`src/twra_pkg.sv`:
```
// ----------------------------------------------------------------------------
// Three-wire register access master: package
// Shared types, phase codes, command codes and register indexes.
// ----------------------------------------------------------------------------
package twra_pkg;

    localparam int BITS_PER_BYTE = 8;
    localparam logic [2:0] LAST_BIT = 3'(BITS_PER_BYTE - 1);

    localparam logic [1:0] CMD_TICK  = 2'd0;
    localparam logic [1:0] CMD_READ  = 2'd1;
    localparam logic [1:0] CMD_WRITE = 2'd2;

    localparam logic REG_SETUP_TICKS = 1'b0;
    localparam logic REG_PHASE_TICKS = 1'b1;

    localparam logic [7:0] SETUP_TICKS_RESET = 8'd4;
    localparam logic [7:0] PHASE_TICKS_RESET = 8'd1;

    localparam logic [2:0] PH_IDLE  = 3'd0;
    localparam logic [2:0] PH_SETUP = 3'd1;
    localparam logic [2:0] PH_WLOW  = 3'd2;
    localparam logic [2:0] PH_WDATA = 3'd3;
    localparam logic [2:0] PH_WHIGH = 3'd4;
    localparam logic [2:0] PH_RHIGH = 3'd5;
    localparam logic [2:0] PH_RLOW  = 3'd6;

    typedef struct packed {
        logic [2:0] phase;
        logic [2:0] bit_index;
        logic       byte_index;
        logic [7:0] tick_count;
        logic       is_read;
        logic [7:0] command_byte;
        logic [7:0] data_byte;
        logic [7:0] shift_in;
        logic       ce;
        logic       clk;
        logic       io;
        logic       drive;
    } twra_state_t;

    typedef struct packed {
        logic       chip_enable;
        logic       serial_clock;
        logic       io_out;
        logic       io_drive;
        logic       busy_res;
        logic [7:0] read_data;
        logic       read_valid;
        logic       done_res;
    } twra_result_t;

    function automatic logic [7:0] hold_count(input logic [7:0] n);
        hold_count = (n == 8'd0) ? 8'd1 : n;
    endfunction

endpackage

```
`src/three_wire_register_access_master.sv`:
```
// ----------------------------------------------------------------------------
// Three-wire register access master: top level
// Tick-driven master for a chip-enable, clock and bidirectional-data bus.
// ----------------------------------------------------------------------------
// Each request on the s_ channel is one bus tick and may start a read or a
// write; a start given while a transaction runs is ignored. Every request
// gives exactly one result on the m_ channel carrying the pin levels after
// that tick, the busy flag, the last read byte and the completion strobes.
// Bits go least significant first.
// The tick is worked out combinationally by the sequencer between its state
// register and the result register, so a result appears in the cycle after its
// request is taken, and one request is taken in every cycle unless the receiver stalls.
// The result register lets a new request in while the held result is being
// taken; while the receiver stalls with a result held, s_ready is low.
// Reset empties the result register, idles the bus with all pins low and
// the data line driven, and loads the timing registers with their defaults.
// The timing registers are written through cfg_we, cfg_index and cfg_wdata
// and should only be changed while no transaction is in progress.
// ----------------------------------------------------------------------------
module three_wire_register_access_master (
    input  logic       aclk,
    input  logic       aresetn,
    input  logic       cfg_we,
    input  logic       cfg_index,
    input  logic [7:0] cfg_wdata,
    input  logic       s_valid,
    output logic       s_ready,
    input  logic [1:0] s_command,
    input  logic [7:0] s_address,
    input  logic [7:0] s_write_data,
    input  logic       s_io_in,
    output logic       m_valid,
    input  logic       m_ready,
    output logic       m_chip_enable,
    output logic       m_serial_clock,
    output logic       m_io_out,
    output logic       m_io_drive,
    output logic       m_busy_res,
    output logic [7:0] m_read_data,
    output logic       m_read_valid,
    output logic       m_done_res
);
    import twra_pkg::*;

    logic [7:0]   setup_ticks_reg;
    logic [7:0]   phase_ticks_reg;
    logic         m_valid_reg;
    twra_result_t res_reg;
    twra_result_t res_next;
    logic         accept;

    assign s_ready = !m_valid_reg || m_ready;
    assign accept  = s_valid && s_ready;

    always_ff @(posedge aclk) begin
        if (!aresetn) begin
            setup_ticks_reg <= SETUP_TICKS_RESET;
            phase_ticks_reg <= PHASE_TICKS_RESET;
        end else if (cfg_we) begin
            if (cfg_index == REG_SETUP_TICKS) begin
                setup_ticks_reg <= cfg_wdata;
            end else begin
                phase_ticks_reg <= cfg_wdata;
            end
        end
    end

    twra_seq u_seq (
        .aclk        (aclk),
        .aresetn     (aresetn),
        .advance     (accept),
        .command     (s_command),
        .address     (s_address),
        .write_data  (s_write_data),
        .io_in       (s_io_in),
        .setup_ticks (setup_ticks_reg),
        .phase_ticks (phase_ticks_reg),
        .result      (res_next)
    );

    always_ff @(posedge aclk) begin
        if (!aresetn) begin
            m_valid_reg <= 1'b0;
        end else if (accept) begin
            m_valid_reg <= 1'b1;
        end else if (m_ready) begin
            m_valid_reg <= 1'b0;
        end
    end

    always_ff @(posedge aclk) begin
        if (accept) begin
            res_reg <= res_next;
        end
    end

    assign m_valid        = m_valid_reg;
    assign m_chip_enable  = res_reg.chip_enable;
    assign m_serial_clock = res_reg.serial_clock;
    assign m_io_out       = res_reg.io_out;
    assign m_io_drive     = res_reg.io_drive;
    assign m_busy_res     = res_reg.busy_res;
    assign m_read_data    = res_reg.read_data;
    assign m_read_valid   = res_reg.read_valid;
    assign m_done_res     = res_reg.done_res;

endmodule

```
`src/twra_seq.sv`:
```
// ----------------------------------------------------------------------------
// Three-wire register access master: bus sequencer
// Holds the bus state and advances it by one tick per accepted request.
// ----------------------------------------------------------------------------
module twra_seq (
    input  logic                 aclk,
    input  logic                 aresetn,
    input  logic                 advance,
    input  logic [1:0]           command,
    input  logic [7:0]           address,
    input  logic [7:0]           write_data,
    input  logic                 io_in,
    input  logic [7:0]           setup_ticks,
    input  logic [7:0]           phase_ticks,
    output twra_pkg::twra_result_t result
);
    import twra_pkg::*;

    twra_state_t st_reg;
    twra_state_t st_next;
    logic        done;
    logic        rvalid;
    logic [7:0]  cur_byte;

    assign cur_byte = st_reg.byte_index ? st_reg.data_byte : st_reg.command_byte;

    always_comb begin
        st_next = st_reg;
        done    = 1'b0;
        rvalid  = 1'b0;
        if (st_reg.phase == PH_IDLE) begin
            if (command inside {CMD_READ, CMD_WRITE}) begin
                st_next.is_read      = (command == CMD_READ);
                st_next.command_byte = (command == CMD_READ) ? 8'(address + 8'd1) : address;
                st_next.data_byte    = (command == CMD_READ) ? 8'd0 : write_data;
                st_next.bit_index    = 3'd0;
                st_next.byte_index   = 1'b0;
                st_next.ce           = 1'b1;
                st_next.phase        = PH_SETUP;
                st_next.tick_count   = hold_count(setup_ticks);
            end
        end else if (st_reg.tick_count > 8'd1) begin
            st_next.tick_count = st_reg.tick_count - 8'd1;
        end else begin
            st_next.tick_count = hold_count(phase_ticks);
            case (st_reg.phase)
                PH_SETUP: begin
                    st_next.clk   = 1'b0;
                    st_next.drive = 1'b1;
                    st_next.phase = PH_WLOW;
                end
                PH_WLOW: begin
                    st_next.io    = cur_byte[st_reg.bit_index];
                    st_next.phase = PH_WDATA;
                end
                PH_WDATA: begin
                    st_next.clk   = 1'b1;
                    st_next.phase = PH_WHIGH;
                end
                PH_WHIGH: begin
                    if (st_reg.bit_index != LAST_BIT) begin
                        st_next.bit_index = st_reg.bit_index + 3'd1;
                        st_next.clk       = 1'b0;
                        st_next.drive     = 1'b1;
                        st_next.phase     = PH_WLOW;
                    end else if (st_reg.is_read) begin
                        st_next.bit_index = 3'd0;
                        st_next.drive     = 1'b0;
                        st_next.clk       = 1'b1;
                        st_next.phase     = PH_RHIGH;
                    end else if (!st_reg.byte_index) begin
                        st_next.byte_index = 1'b1;
                        st_next.bit_index  = 3'd0;
                        st_next.clk        = 1'b0;
                        st_next.drive      = 1'b1;
                        st_next.phase      = PH_WLOW;
                    end else begin
                        st_next.ce         = 1'b0;
                        st_next.phase      = PH_IDLE;
                        st_next.tick_count = 8'd0;
                        done               = 1'b1;
                    end
                end
                PH_RHIGH: begin
                    st_next.clk   = 1'b0;
                    st_next.phase = PH_RLOW;
                end
                PH_RLOW: begin
                    st_next.data_byte = {io_in, st_reg.data_byte[7:1]};
                    if (st_reg.bit_index != LAST_BIT) begin
                        st_next.bit_index = st_reg.bit_index + 3'd1;
                        st_next.clk       = 1'b1;
                        st_next.phase     = PH_RHIGH;
                    end else begin
                        st_next.shift_in   = {io_in, st_reg.data_byte[7:1]};
                        st_next.ce         = 1'b0;
                        st_next.phase      = PH_IDLE;
                        st_next.tick_count = 8'd0;
                        rvalid             = 1'b1;
                        done               = 1'b1;
                    end
                end
                default: begin
                    st_next.phase      = PH_IDLE;
                    st_next.tick_count = 8'd0;
                end
            endcase
        end
    end

    always_ff @(posedge aclk) begin
        if (!aresetn) begin
            st_reg <= '{phase: PH_IDLE, drive: 1'b1, default: '0};
        end else if (advance) begin
            st_reg <= st_next;
        end
    end

    assign result.chip_enable  = st_next.ce;
    assign result.serial_clock = st_next.clk;
    assign result.io_out       = st_next.io;
    assign result.io_drive     = st_next.drive;
    assign result.busy_res     = (st_next.phase != PH_IDLE);
    assign result.read_data    = st_next.shift_in;
    assign result.read_valid   = rvalid;
    assign result.done_res     = done;

endmodule

```
`config.mk`:
```
export PLATFORM = sky130hd
export DESIGN_NAME = three_wire_register_access_master
export DESIGN_NICKNAME = d
export VERILOG_FILES = /design/src/twra_pkg.sv /design/src/three_wire_register_access_master.sv /design/src/twra_seq.sv
export SDC_FILE = /design/constraint.sdc
export NUM_CORES = 1
export LEC_CHECK = 0
export BUFFER_PORTS_ARGS = -buffer_cell sky130_fd_sc_hd__buf_2
export CELL_PAD_IN_SITES_DETAIL_PLACEMENT = 0
export CELL_PAD_IN_SITES_GLOBAL_PLACEMENT = 1
export CORE_MARGIN = 2
export CORE_UTILIZATION = 40
export CTS_BUF_LIST = sky130_fd_sc_hd__clkbuf_8
export CTS_CLUSTER_DIAMETER = 200
export DETAILED_ROUTE_END_ITERATION = 12
export PLACE_DENSITY_LB_ADDON = 0.1
export RECOVER_POWER = 100
export SETUP_SLACK_MARGIN = 0.2
export SLEW_MARGIN = 20
export SYNTH_ARGS = -nofsm -noshare
export SYNTH_HDL_FRONTEND = slang
export SYNTH_SLANG_ARGS = --single-unit
```
`constraint.sdc`:
```
create_clock -name aclk -period 2.5 [get_ports aclk]
set_input_delay 0.25 -clock aclk [delete_from_list [all_inputs] [get_ports aclk]]
set_output_delay 0.25 -clock aclk [all_outputs]
set_load 0.005 [all_outputs]
```
==> results by stage, run 1 <==
Status:
- The flow ran to the end, and the final reports show no timing, DRC or antenna violations.

Yosys:
- The synthesis warning total is 0.
- The most used flip-flop cell after synthesis is sky130_fd_sc_hd__dfxtp_1.
- After synthesis, the netlist uses 59 different library cells.
- The number of enable-type register cells in the synthesized netlist is 15.
- The post-synthesis average cell area is 8.906 um2.
- In the synthesized netlist the async set-or-reset flop fraction comes to 0.
- The share of the Yosys chip area taken by registers is 0.4266.
- The summed instance area of the synthesized netlist is 0.003919 mm2.
- After technology mapping, the gate count stands at 440.
- Counting flops and latches in the post-synthesis netlist gives 76.
- The net count after synthesis is 480.

Clock network:
- In this run the clock root is driven by a sky130_fd_sc_hd__clkbuf_8.
- No sink is reached through more buffers than the 2 on the longest clock path.
- At the later pin of the worst-skew pair, clock insertion delay measures 350 ps.
- The post-cts hold buffer count is 0.
- The number of clock buffers added by TritonCTS is 9.
- TritonCTS built the clock tree.
- The total clock sinks is 76.
- The clock-pin slew on the worst setup and hold paths is 70 ps.
- The maximum level of the CTS H-tree is 3.

STA:
- The final critical delay including setup and external delays is 2229 ps.
- The final worst-path cycle share is 0.8917.
- The peak clock frequency supported by timing is 448.6 MHz.
- The setup-violating endpoint count in the final report is 0.
- The final-report max-slew violation count was 0.
- For the final routed database, the setup TNS stands at 0 ps.
- In the post-route analysis, the smallest setup slack over all paths is 270.8 ps.
- The slew of the pin with the lowest slew margin is 891.9 ps.
- The final hold violation count is 0.
- Setup repair after global routing left no endpoint under its margin.
- For the final database, setup skew stands at 6.798 ps.
- The relative slew slack is 0.4054.
- Hold is met by 148.4 ps.

Pwr:
- The power per standard cell area is 671.4 mW/mm2.
- The design draws 3.019 mW.
- The static leakage is 1.784 nW.
- Across the VDD grid, the largest voltage drop is 312.6 uV.

Critical path:
- Of all nets on the critical path, the largest fanout is 9.
- In this run the register-to-register setup slack is 270 ps.
- The worst register-to-register path begins at u_seq.st_reg[31].
- The worst setup path is launched from a register.
- The capture instance of the worst register-to-register path is m_busy_res.
- The depth of the worst register-to-register path is 6.
- Tracing the worst setup path back leads to its startpoint at u_seq.st_reg[31].
- The worst setup path is of the reg2reg kind.
- The longest individual stage delay on the worst path is 640 ps.
- The largest individual stage delay along the critical path comes from the cell sky130_fd_sc_hd__or4_1.
- At the worst endpoint, the required time is 2580 ps.
- For the worst setup path, the data arrival time is 2310 ps.
- On the critical path the largest part of the delay comes from simple AND/OR/NAND/NOR gates.
- The number of buffer and inverter stages on the critical path is 1.
- The cell depth of the worst setup path is 6.
- The kind of end point of the critical path is a register.
- Traced cell by cell, the critical path runs through or4_1 > nor3_2 > buf_4 > o21ai_0 > a21oi_1 > nand3_1.
- The worst setup path endpoint is m_busy_res.

GRT:
- For this run, the total global-route usage over all layers was measured as 0.1988.
- The number of global-route vias before repair is 3220.
- The first global-routing pass estimated 16.25 mm of wire.
- The total overflow left after global routing is 0.
- Entering global routing, the biggest net connects 44 pins.
- The number of antenna violations at the first check in global routing is 0.

Placed design:
- The total instance count after detailed placement is 606.
- The quantity of I/O buffers inserted on ports is 49.
- The worst setup timing slack at the placement stage is 201.7 ps.
- The congestion estimate from routability-driven global placement came to 0.8512.
- The post-DP HPWL is 7.142 mm.

Detailed routing:
- The total number of vias is 3365.
- The first-pass detailed-route iteration total is 4.
- The average wire per cell in the routed design is 15.82 um.
- The via density per instance is 5.393.
- The sum of routed wire length over all layers is 9.870 mm.
- The first-iteration detailed-routing DRC count is 115.
- For this run, design rule violations remaining after detail routing come to 0.
- The number of antenna-violating nets in the routed design is 0.

Floorplan:
- The total die area is 0.01060 mm2.
- In this run the vertical extent of the chip is 103.0 um.
- The core region is 0.009639 mm2.
- During I/O placement, the number of pins put on the boundary was 50.
- The initial utilization of the core area, before any placement, comes to 0.4065.
- The floorplan has 36 rows.
- The floorplan step set the die width to 103.0 um.

Final layout:
- In the layout the commonest cells are 64 x sky130_fd_sc_hd__nand2_1, 61 x sky130_fd_sc_hd__dfxtp_1, 36 x sky130_fd_sc_hd__buf_2.
- After the last flow step, the layout net total stands at 526.
- The flip-flop count of the largest register, all copies and words added is 44.
- The most common library cell in the layout ignoring fill and taps is sky130_fd_sc_hd__nand2_1.
- The fraction of layout instances using a drive strength above 1 is 0.1752.
- The finished layout holds 624 standard cells, fillers aside.
- The repair_antennas step left the layout with diodes totalling 0.
- Relative to the synthesized area, the layout overhead comes to 14.75%.

Worst hold path:
- The type of the most critical hold path is in2reg.

Run:
- Across the run, the number of max-cap violations was 0.
[Yosys cell counts (2+ instances only)]
library cell | count | area [um2]
sky130_fd_sc_hd__mux2_2 | 9 | 101.4
sky130_fd_sc_hd__xnor2_1 | 4 | 35.03
sky130_fd_sc_hd__nand3_1 | 22 | 110.1
sky130_fd_sc_hd__o311ai_0 | 2 | 17.52
sky130_fd_sc_hd__a31oi_1 | 6 | 37.54
sky130_fd_sc_hd__nor2b_1 | 15 | 93.84
sky130_fd_sc_hd__nand2_1 | 64 | 240.2
sky130_fd_sc_hd__o31a_1 | 3 | 26.28
sky130_fd_sc_hd__mux4_2 | 2 | 45.04
sky130_fd_sc_hd__dfxtp_1 | 61 | 1221
sky130_fd_sc_hd__a21oi_1 | 17 | 85.08
sky130_fd_sc_hd__clkbuf_1 | 26 | 97.59
sky130_fd_sc_hd__or4_1 | 4 | 30.03
sky130_fd_sc_hd__nand2b_1 | 5 | 31.28
sky130_fd_sc_hd__edfxtp_1 | 15 | 450.4
sky130_fd_sc_hd__a21boi_0 | 17 | 127.6
sky130_fd_sc_hd__ha_1 | 7 | 87.58
sky130_fd_sc_hd__nor3_1 | 3 | 15.01
sky130_fd_sc_hd__o21ai_0 | 33 | 165.2
sky130_fd_sc_hd__nor4_1 | 6 | 37.54
sky130_fd_sc_hd__inv_1 | 8 | 30.03
sky130_fd_sc_hd__nand3b_1 | 2 | 15.01
sky130_fd_sc_hd__buf_2 | 3 | 15.01
sky130_fd_sc_hd__a41oi_1 | 2 | 17.52
sky130_fd_sc_hd__or3_1 | 2 | 12.51
sky130_fd_sc_hd__o22ai_1 | 3 | 18.77
sky130_fd_sc_hd__xor2_1 | 4 | 35.03
sky130_fd_sc_hd__o21a_1 | 3 | 22.52
sky130_fd_sc_hd__a221oi_1 | 8 | 70.07
sky130_fd_sc_hd__nand4_1 | 6 | 37.54
sky130_fd_sc_hd__or2_2 | 2 | 12.51
sky130_fd_sc_hd__mux2i_1 | 15 | 150.1
sky130_fd_sc_hd__o31ai_1 | 6 | 45.04
sky130_fd_sc_hd__o211a_1 | 9 | 90.09
sky130_fd_sc_hd__nor2_1 | 22 | 82.58
[layout make-up]
type	instances	area, um2
clock buffer	10	137.6
clock inverter	6	32.53
fill	1019	5142
inverter	9	33.78
multi-input combinational	325	2106
sequential	76	1672
tap	133	166.4
timing repair buffer	65	349.1
[metal layers]
| layer | vias up | part of all wire | track usage |
|---|---|---|---|
| met4 | 0 | 0.014 | 0.06073 |
| met5 | - | 0 | 0 |
| met3 | 10 | 0.034 | 0.04339 |
| met2 | 51 | 0.47 | 0.3142 |
| met1 | 1602 | 0.48 | 0.2727 |
| li1 | 1702 | - | - |
[worst min-delay path by stage]
stage	from	end	slack [ps]	cells past startpoint
2_1_floorplan	cfg_wdata[2]	setup_ticks_reg[2]	370	2
3_3_place_gp	u_seq.st_reg[11]	u_seq.st_reg[11]	450	2
3_5_place_dp	phase_ticks_reg[0]	phase_ticks_reg[0]	460	2
4_1_cts	s_valid	m_valid	130	3
5_1_grt	s_valid	m_valid	160	3
6_report	cfg_wdata[2]	setup_ticks_reg[2]	150	3
[what timing repair did]
action                                  CTS  global route
endpoints found under the setup margin    1            24
setup buffers                             0             2
resized for setup                         0             3
pin swaps                                 1             2
[report_power, final]
group          internal, mW  leakage (nW)  switching (mW)
combinational         0.304          1.04           0.451
sequential             1.35         0.646          0.0918
clock                 0.379        0.0990           0.448
total                  2.03          1.78           0.991
[worst reg2reg max path: cells and delay by family, from the launching register on]
kind,cells,cell delay (ps)
AND/OR/NAND/NOR,3,1050
buffers and inverters,1,220
flip-flops,1,360
AO/OA/AOI/OAI,2,340
[per-stage QoR]
stage               instance area, um2  utilization
global placement                  4338       0.4500
floorplan                         3919            -
finish                            4497       0.4665
detailed placement                4338       0.4500
CTS                               4508       0.4677
global route                      4497       0.4665
[kinds of logic (layout without fill, tap and decap cells)]
kind of cell | Yosys count | count (layout) | synth area share
simple gates | 161 | 161 | 0.2037
compound gates | 123 | 123 | 0.2155
flops | 76 | 76 | 0.4266
buf+inv | 39 | 90 | 0.03831
mux | 26 | 26 | 0.07567
xor+xnor | 8 | 8 | 0.01788
fa+ha+maj | 7 | 7 | 0.02235
Note: power is estimated with default switching activity, not from simulation.
==> run 2: changes to the inputs <==
==> constraint.sdc (replaced) <==
create_clock -name aclk -period 2.5 [get_ports aclk]
set_input_delay 0.125 -clock aclk [delete_from_list [all_inputs] [get_ports aclk]]
set_output_delay 0.125 -clock aclk [all_outputs]
set_load 0.005 [all_outputs]
==> results by stage, run 2 (synthesis gave the netlist of run 1 again) <==
Pwr:
- Of the total power, the clock network draws 0.297.
- Cell internal power was estimated by the tool at 2.129 mW.
- The power per standard cell area is 688.1 mW/mm2.
- Of the total power, the share spent switching nets is 0.3179.
- The worst IR drop on VDD is 286.5 uV.
- The share of total power dissipated in combinational logic is 0.242.
- In this run the power spent charging and discharging nets is 992.1 uW.
- In this run the static leakage power is 1.797 nW.
- The relative contribution of sequential cells to total power is 0.461.

STA:
- The final hold violation count is 0.
- Setup repair after global routing left no endpoint under its margin.
- For this run, the top clock speed supported by timing is 445.9 MHz.
- Adding up every negative setup slack in the final design gives 0 ps.
- The clock arrives with 17.34 ps of skew.
- Subtracting the final worst setup slack from the clock period gives 2243 ps.
- At the pin with the least slew margin, the transition time is 806.5 ps.
- Headroom to the max-slew limit came out at 0.4623.
- The final-report max-slew violation count is 0.
- Setup violations remaining at the end of the flow were counted as 0.
- The final worst-path cycle share is 0.8970.

Placed design:
- The final RePlAce weighted congestion is 0.8338.
- The wire-length estimate of the detail-placed layout is 7.131 mm.
- During placement, the flow inserted port buffers numbering 49.

Critical path:
- The source of the worst register-to-register timing path is u_seq.st_reg[31].
- The worst-path maximum fanout is 9.
- The signal on the critical path passes through or4_1 > nor3_2 > buf_4 > o31a_1 > o21ai_0 > a21oi_1.
- The slowest stage of the critical path is the sky130_fd_sc_hd__or4_1 cell.
- The longest individual stage delay on the worst path is 640 ps.
- Data arrives at the worst endpoint at 2520 ps.
- Together, buffers and inverters on the worst path number 1.
- The critical path in this run is classified as reg2reg.
- The kind of end point of the critical path is a register.
- The worst setup path is launched from a register.
- The required time of the worst setup path is 2780 ps.
- Broken down by cell family, the worst path's largest delay share belongs to simple AND/OR/NAND/NOR gates.
- In this run the worst setup path begins at u_seq.st_reg[31].

Floorplan:
- During I/O placement, the number of pins put on the boundary was 50.
- The cell row count is 36.
- From left edge to right edge, the die measures 103.0 um.
- The effective utilization at floorplan is 0.4065.
- The total area inside the core boundary comes to 0.009639 mm2.
- In this run the vertical extent of the chip is 103.0 um.
- The floorplan step defined a die boundary enclosing 0.01060 mm2.

GRT:
- For this run, global-route usage on met2 was measured as 0.3062.
- The aggregate global-route resource usage is 0.1957.
- The number of antenna violations at the first check in global routing is 0.
- The met1 track utilization from global routing is 0.2688.
- Global routing finished with a remaining overflow of 0.
- For this run, global-route usage on met3 was measured as 0.03932.
- The busiest layer in global routing is met2.
- The wire length of the first global-routing pass is 15.97 mm.
- The number of global-route vias before repair is 3122.
- The largest net degree at the start of global routing is 31.

Detailed routing:
- The first routing iteration left 110 violations.
- Dividing the detail-routed via count by the number of cells gives 5.379.
- The sum of routed wire length over all layers is 9.815 mm.
- After detailed routing, the average wire length per cell comes to 15.70 um.
- The total number of vias is 3362.
- Before antenna repair, the detailed router went through 4 iterations.
- The number of antenna-violating nets in the routed design is 0.
- For this run, design rule violations remaining after detail routing come to 0.

Clock network:
- The clock-pin slew on the worst setup and hold paths is 80 ps.
- CTS built an H-tree with a depth of 3.
- The cell sitting at the root of the clock tree is a sky130_fd_sc_hd__clkbuf_8.
- TritonCTS built the clock tree.
- The later pin in the worst-skew pair is clocked with a latency of 360 ps.
- The clock net in this run drives a total of 76 sinks.
- Buffers inserted during clock tree synthesis total 9.
- No sink is reached through more buffers than the 2 on the longest clock path.

Final layout:
- The post-layout net count is 527.
- From synthesis to final layout, the design area changed by 15.74%.
- In the final layout, the share of cells above drive strength 1 is 0.1789.
- The library cells used most frequently in the layout, excluding fill and tap cells, are 64 x sky130_fd_sc_hd__nand2_1, 61 x sky130_fd_sc_hd__dfxtp_1, 39 x sky130_fd_sc_hd__buf_2.
- The most common library cell in the layout ignoring fill and taps is sky130_fd_sc_hd__nand2_1.
- The register with the most flip-flops in the layout has 44 of them.
- The antenna cell count is 0.
- At the end of the flow the core is filled with cells to 0.4705.

Worst hold path:
- The type of the most critical hold path is in2reg.
- The startpoint identified for the worst hold timing path is s_valid.

Status:
- The run finished with clean final reports.

Run:
- Across the run, the number of max-cap violations was 0.
run 2: cell count changes in the layout (fill, tap and decap cells not counted):
cell                            before  now
sky130_fd_sc_hd__clkbuf_2            2    0
sky130_fd_sc_hd__clkinvlp_4          0    1
sky130_fd_sc_hd__clkbuf_1           15   13
sky130_fd_sc_hd__buf_2              36   39
sky130_fd_sc_hd__buf_4              11   12
sky130_fd_sc_hd__clkinv_2            2    1
sky130_fd_sc_hd__clkinv_4            1    0
sky130_fd_sc_hd__dlygate4sd3_1       0    1
sky130_fd_sc_hd__bufinv_16           0    1
run 2: final timing paths:
| kind | to | slack (ps) | depth (start not counted) |
|---|---|---|---|
| worst max register to register | u_seq.st_reg[29] | 260 | 6 |
| worst max-delay path | u_seq.st_reg[29] | 260 | 6 |
| worst min register to register | phase_ticks_reg[0] | 470 | 2 |
| worst min-delay path | m_valid | 30 | 3 |
run 2: worst register-to-register path, stage by stage (launching register included):
cell                      delay, ps
sky130_fd_sc_hd__dfxtp_1        360
sky130_fd_sc_hd__or4_1          640
sky130_fd_sc_hd__nor3_2         290
sky130_fd_sc_hd__buf_4          220
sky130_fd_sc_hd__o31a_1         350
sky130_fd_sc_hd__o21ai_0        170
sky130_fd_sc_hd__a21oi_1        140
run 2: power groups by stage:
stage                     logic (mW)  clock network, mW  registers [mW]
final                          0.757              0.927            1.44
after global routing           0.841               1.01            1.45
after CTS                      0.763              0.961            1.43
after detailed placement       0.756                  0            1.46
after global placement         0.752                  0            1.46
after floorplan                0.529                  0            1.43
run 2: timing repair:
item | in CTS | in global routing
buffers inserted | 0 | 1
gates resized for setup | 0 | 3
hold buffers | 1 | 0
endpoints found under the setup margin | 0 | 24
hold endpoints to repair | 1 | 0
run 2: per-layer routing:
| metal | wire length, um | vias up |
|---|---|---|
| li1 | - | 1709 |
| met1 | 4856 | 1589 |
| met2 | 4502 | 53 |
| met3 | 324 | 11 |
| met4 | 131 | 0 |
| met5 | 0 | - |
run 2: cell type report:
cell class	instances	area [um2]
clock inverter	6	56.30
inverter	9	33.78
tap	133	166.4
timing repair buffer	66	364.1
clock buffer	10	137.6
fill	975	5104
multi-input combinational	325	2106
sequential	76	1672
run 2: per-stage QoR:
step | setup WS, ps | cell area [um2] | std cells | power [mW] | hold slack (ps)
2_1_floorplan | 357.1 | 3919 | 440 | 1.960 | 249.0
3_3_place_gp | 227.1 | 4333 | 607 | 2.216 | 382.3
3_5_place_dp | 204.2 | 4333 | 607 | 2.219 | 386.2
4_1_cts | 208.9 | 4537 | 624 | 3.159 | 8.255
5_1_grt | 117.6 | 4536 | 625 | 3.306 | 24.48
6_report | 257.5 | 4536 | 625 | 3.121 | 34.07
==> run 3: changes to the inputs <==
--- a/config.mk
+++ b/config.mk
@@ -9,7 +9,7 @@
 export CELL_PAD_IN_SITES_DETAIL_PLACEMENT = 0
 export CELL_PAD_IN_SITES_GLOBAL_PLACEMENT = 1
 export CORE_MARGIN = 2
-export CORE_UTILIZATION = 40
+export CORE_UTILIZATION = 46
 export CTS_BUF_LIST = sky130_fd_sc_hd__clkbuf_8
 export CTS_CLUSTER_DIAMETER = 200
 export DETAILED_ROUTE_END_ITERATION = 12
==> results by stage, run 3 (synthesis gave the netlist of run 1 again) <==
GRT:
- The number of global-route vias before repair is 3202.
- The number of antenna violations at the first check in global routing is 0.
- The first global-routing pass estimated 15.62 mm of wire.
- The aggregate global-route resource usage is 0.2188.
- Entering global routing, the biggest net connects 49 pins.
- After global routing the overflow that remains totals 0.

Detailed routing:
- The average wire per cell in the routed design is 16.11 um.
- The first TritonRoute pass finished after 4 iterations.
- After detailed routing, the total wire length is 9.620 mm.
- The via density per instance is 5.819.
- After detailed routing, the number of remaining DRC violations is 0.
- After the first detailed-routing iteration, the DRC count stood at 155.
- The number of antenna-violating nets in the routed design is 0.
- The total number of vias is 3474.

Clock network:
- The clock-pin slew on the worst setup and hold paths is 80 ps.
- The maximum level of the CTS H-tree is 3.
- TritonCTS built the clock tree.
- The number of buffers created by CTS is 9.
- The tree is rooted in a sky130_fd_sc_hd__clkbuf_8.
- For the worst-skew pair, the clock arrives at the later sink with an insertion delay of 350 ps.
- Clock tree synthesis found a total of 76 sinks.
- Hold repair after CTS inserted 0 buffers.
- The maximum clock insertion buffer count is 2.

Final layout:
- Measured on the finished design, the core utilization comes to 0.5482.
- Compared with the post-synthesis result, the final layout area differs by 15.52%.
- The flip-flop count of the largest register, all copies and words added is 44.
- The post-layout net count is 527.
- The fraction of layout instances using a drive strength above 1 is 0.1789.
- The area of all placed cells without fillers is 0.004527 mm2.
- The antenna cell count is 0.
- After the flow finishes, the layout carries non-filler instances totaling 597.
- The most common library cell in the layout ignoring fill and taps is sky130_fd_sc_hd__nand2_1.
- The top cell types in the final layout, fill and taps aside, are 64 x sky130_fd_sc_hd__nand2_1, 61 x sky130_fd_sc_hd__dfxtp_1, 37 x sky130_fd_sc_hd__buf_2.

Critical path:
- The worst endpoint data arrival time is 2500 ps.
- The worst-path maximum fanout is 17.
- The reg-to-reg setup timing slack is 280 ps.
- Data on the critical path is required at its endpoint by 2780 ps.
- The startpoint identified for the worst register-to-register timing path is u_seq.st_reg[31].
- The worst register-to-register path ends at u_seq.st_reg[30].
- The worst setup path is launched from a register.
- Measured in cells, the most critical reg-to-reg path has a length of 7.
- The worst setup path is captured at a register.
- The start-to-end type of the worst setup path is reg2reg.

STA:
- Setup violations remaining at the end of the flow were counted as 0.
- The worst pin sits at a relative slew slack of -0.2687.
- The final hold violation count is 0.
- The setup TNS is 0 ps.
- For the pin with the worst max-slew slack, the measured transition is 1903 ps.
- The final worst-path cycle share is 0.8884.
- The peak clock frequency supported by timing is 450.3 MHz.
- The final-report max-slew violation count is 49.
- The clock tree skew after final layout is 7.141 ps.
- Setup repair after global routing could not meet its margin everywhere.
- The worst path needs 2221 ps of the cycle, external delays included.
- Across all setup checks in the final design, the least slack found is 279.1 ps.

Floorplan:
- The floorplan step defined a core boundary enclosing 0.008258 mm2.
- Pin placement for this block handled 50 I/O pins.
- The die covers 0.009274 mm2.
- The die extent in x is 96.30 um.
- The cell row count is 33.
- The initial utilization of the core area, before any placement, comes to 0.4745.
- The floorplan die height is 96.30 um.

Status:
- The final reports fail on max-capacitance violations, max-slew violations.
- The run finished, with violations left.

Pwr:
- Cell internal power was estimated by the tool at 2.214 mW.
- In this run the power density over the cells is 713.8 mW/mm2.
- Of the total power, combinational logic draws 0.234.
- Across the VDD grid, the largest voltage drop is 274.3 uV.
- The switching power is 1.018 mW.
- Of the total power, the share spent switching nets is 0.3149.
- The relative contribution of sequential cells to total power is 0.444.
- The fraction of power consumed by the clock network is 0.321.
- The static leakage is 1.796 nW.

Worst hold path:
- For hold timing, the worst endpoint is setup_ticks_reg[2].
- The number of stages on the worst hold path is 3.
- In this run the worst hold path is classified as in2reg.
- In this run the most critical hold path is launched from cfg_wdata[2].

Placed design:
- The quantity of I/O buffers inserted on ports is 49.
- At the end of routability-driven placement, the weighted congestion stood at 0.8448.
- In this run the cell area measured after placement is 0.004298 mm2.
- In this run, placement finished with an instance count of 579.
- Timing analysis after detailed placement gives a worst setup slack of 174.2 ps.
- Detailed placement finished with a half-perimeter wire length of 6.902 mm.

Run:
- The number of max-cap violations is 1.
## run 3: cell types whose count changed in the layout (fill, tap and decap cells not counted), sizes merged
cell         delta
bufinv          +1
buf             -5
clkinv          +3
inv             -2
dlygate4sd3     -1
clkbuf          +5
clkinvlp        -1
## run 3: worst max-delay path by stage
stage | from | cells after the start | to
finish | u_seq.st_reg[31] | 7 | u_seq.st_reg[30]
global route | u_seq.st_reg[43] | 8 | u_seq.st_reg[27]
global placement | u_seq.st_reg[31] | 5 | u_seq.st_reg[6]
detailed placement | u_seq.st_reg[31] | 5 | u_seq.st_reg[8]
floorplan | u_seq.st_reg[31] | 5 | m_read_data[6]
CTS | u_seq.st_reg[31] | 5 | u_seq.st_reg[8]
## run 3: worst max-delay path: stages, from the launching register on
cell	delay [ps]
sky130_fd_sc_hd__dfxtp_1	360
sky130_fd_sc_hd__or4_4	600
sky130_fd_sc_hd__nor3_2	220
sky130_fd_sc_hd__buf_4	250
sky130_fd_sc_hd__o31a_1	340
sky130_fd_sc_hd__clkbuf_4	200
sky130_fd_sc_hd__a21oi_1	60
sky130_fd_sc_hd__nor2_1	120
## run 3: area by class of cell
cell class | instances | area [um2]
inverters | 9 | 33.78
well taps | 105 | 131.4
multi-input cells | 325 | 2117
flip-flops and latches | 76 | 1672
fillers | 816 | 3731
repair buffers | 66 | 350.3
clock buffers | 9 | 123.9
clock inverters | 7 | 98.84
## run 3: routing by layer
metal | track usage | share of wire
met1 | 0.2951 | 0.45
met2 | 0.3495 | 0.49
met3 | 0.04620 | 0.047
met4 | 0.07277 | 0.014
met5 | 0 | 0
## run 3: stage by stage
stage	hold slack, ps	power [mW]
finish	25.80	3.231
detailed placement	385.4	2.201
global route	25.63	3.412
CTS	5.405	3.241
floorplan	249.0	1.960
global placement	382.3	2.197
## run 3: power groups by stage
stage	registers [mW]	clock network [mW]	logic (mW)
after floorplan	1.43	0	0.529
after global placement	1.46	0	0.739
after detailed placement	1.46	0	0.741
after CTS	1.43	1.06	0.745
after global routing	1.45	1.12	0.848
final	1.44	1.04	0.757
## run 3: repair_timing
item                                   in CTS  in global routing
endpoints found under the hold margin       0                  0
gates resized for setup                     0                  3
setup endpoints to repair                   3                 27
pin swaps                                   1                  2
buffers inserted                            0                  2
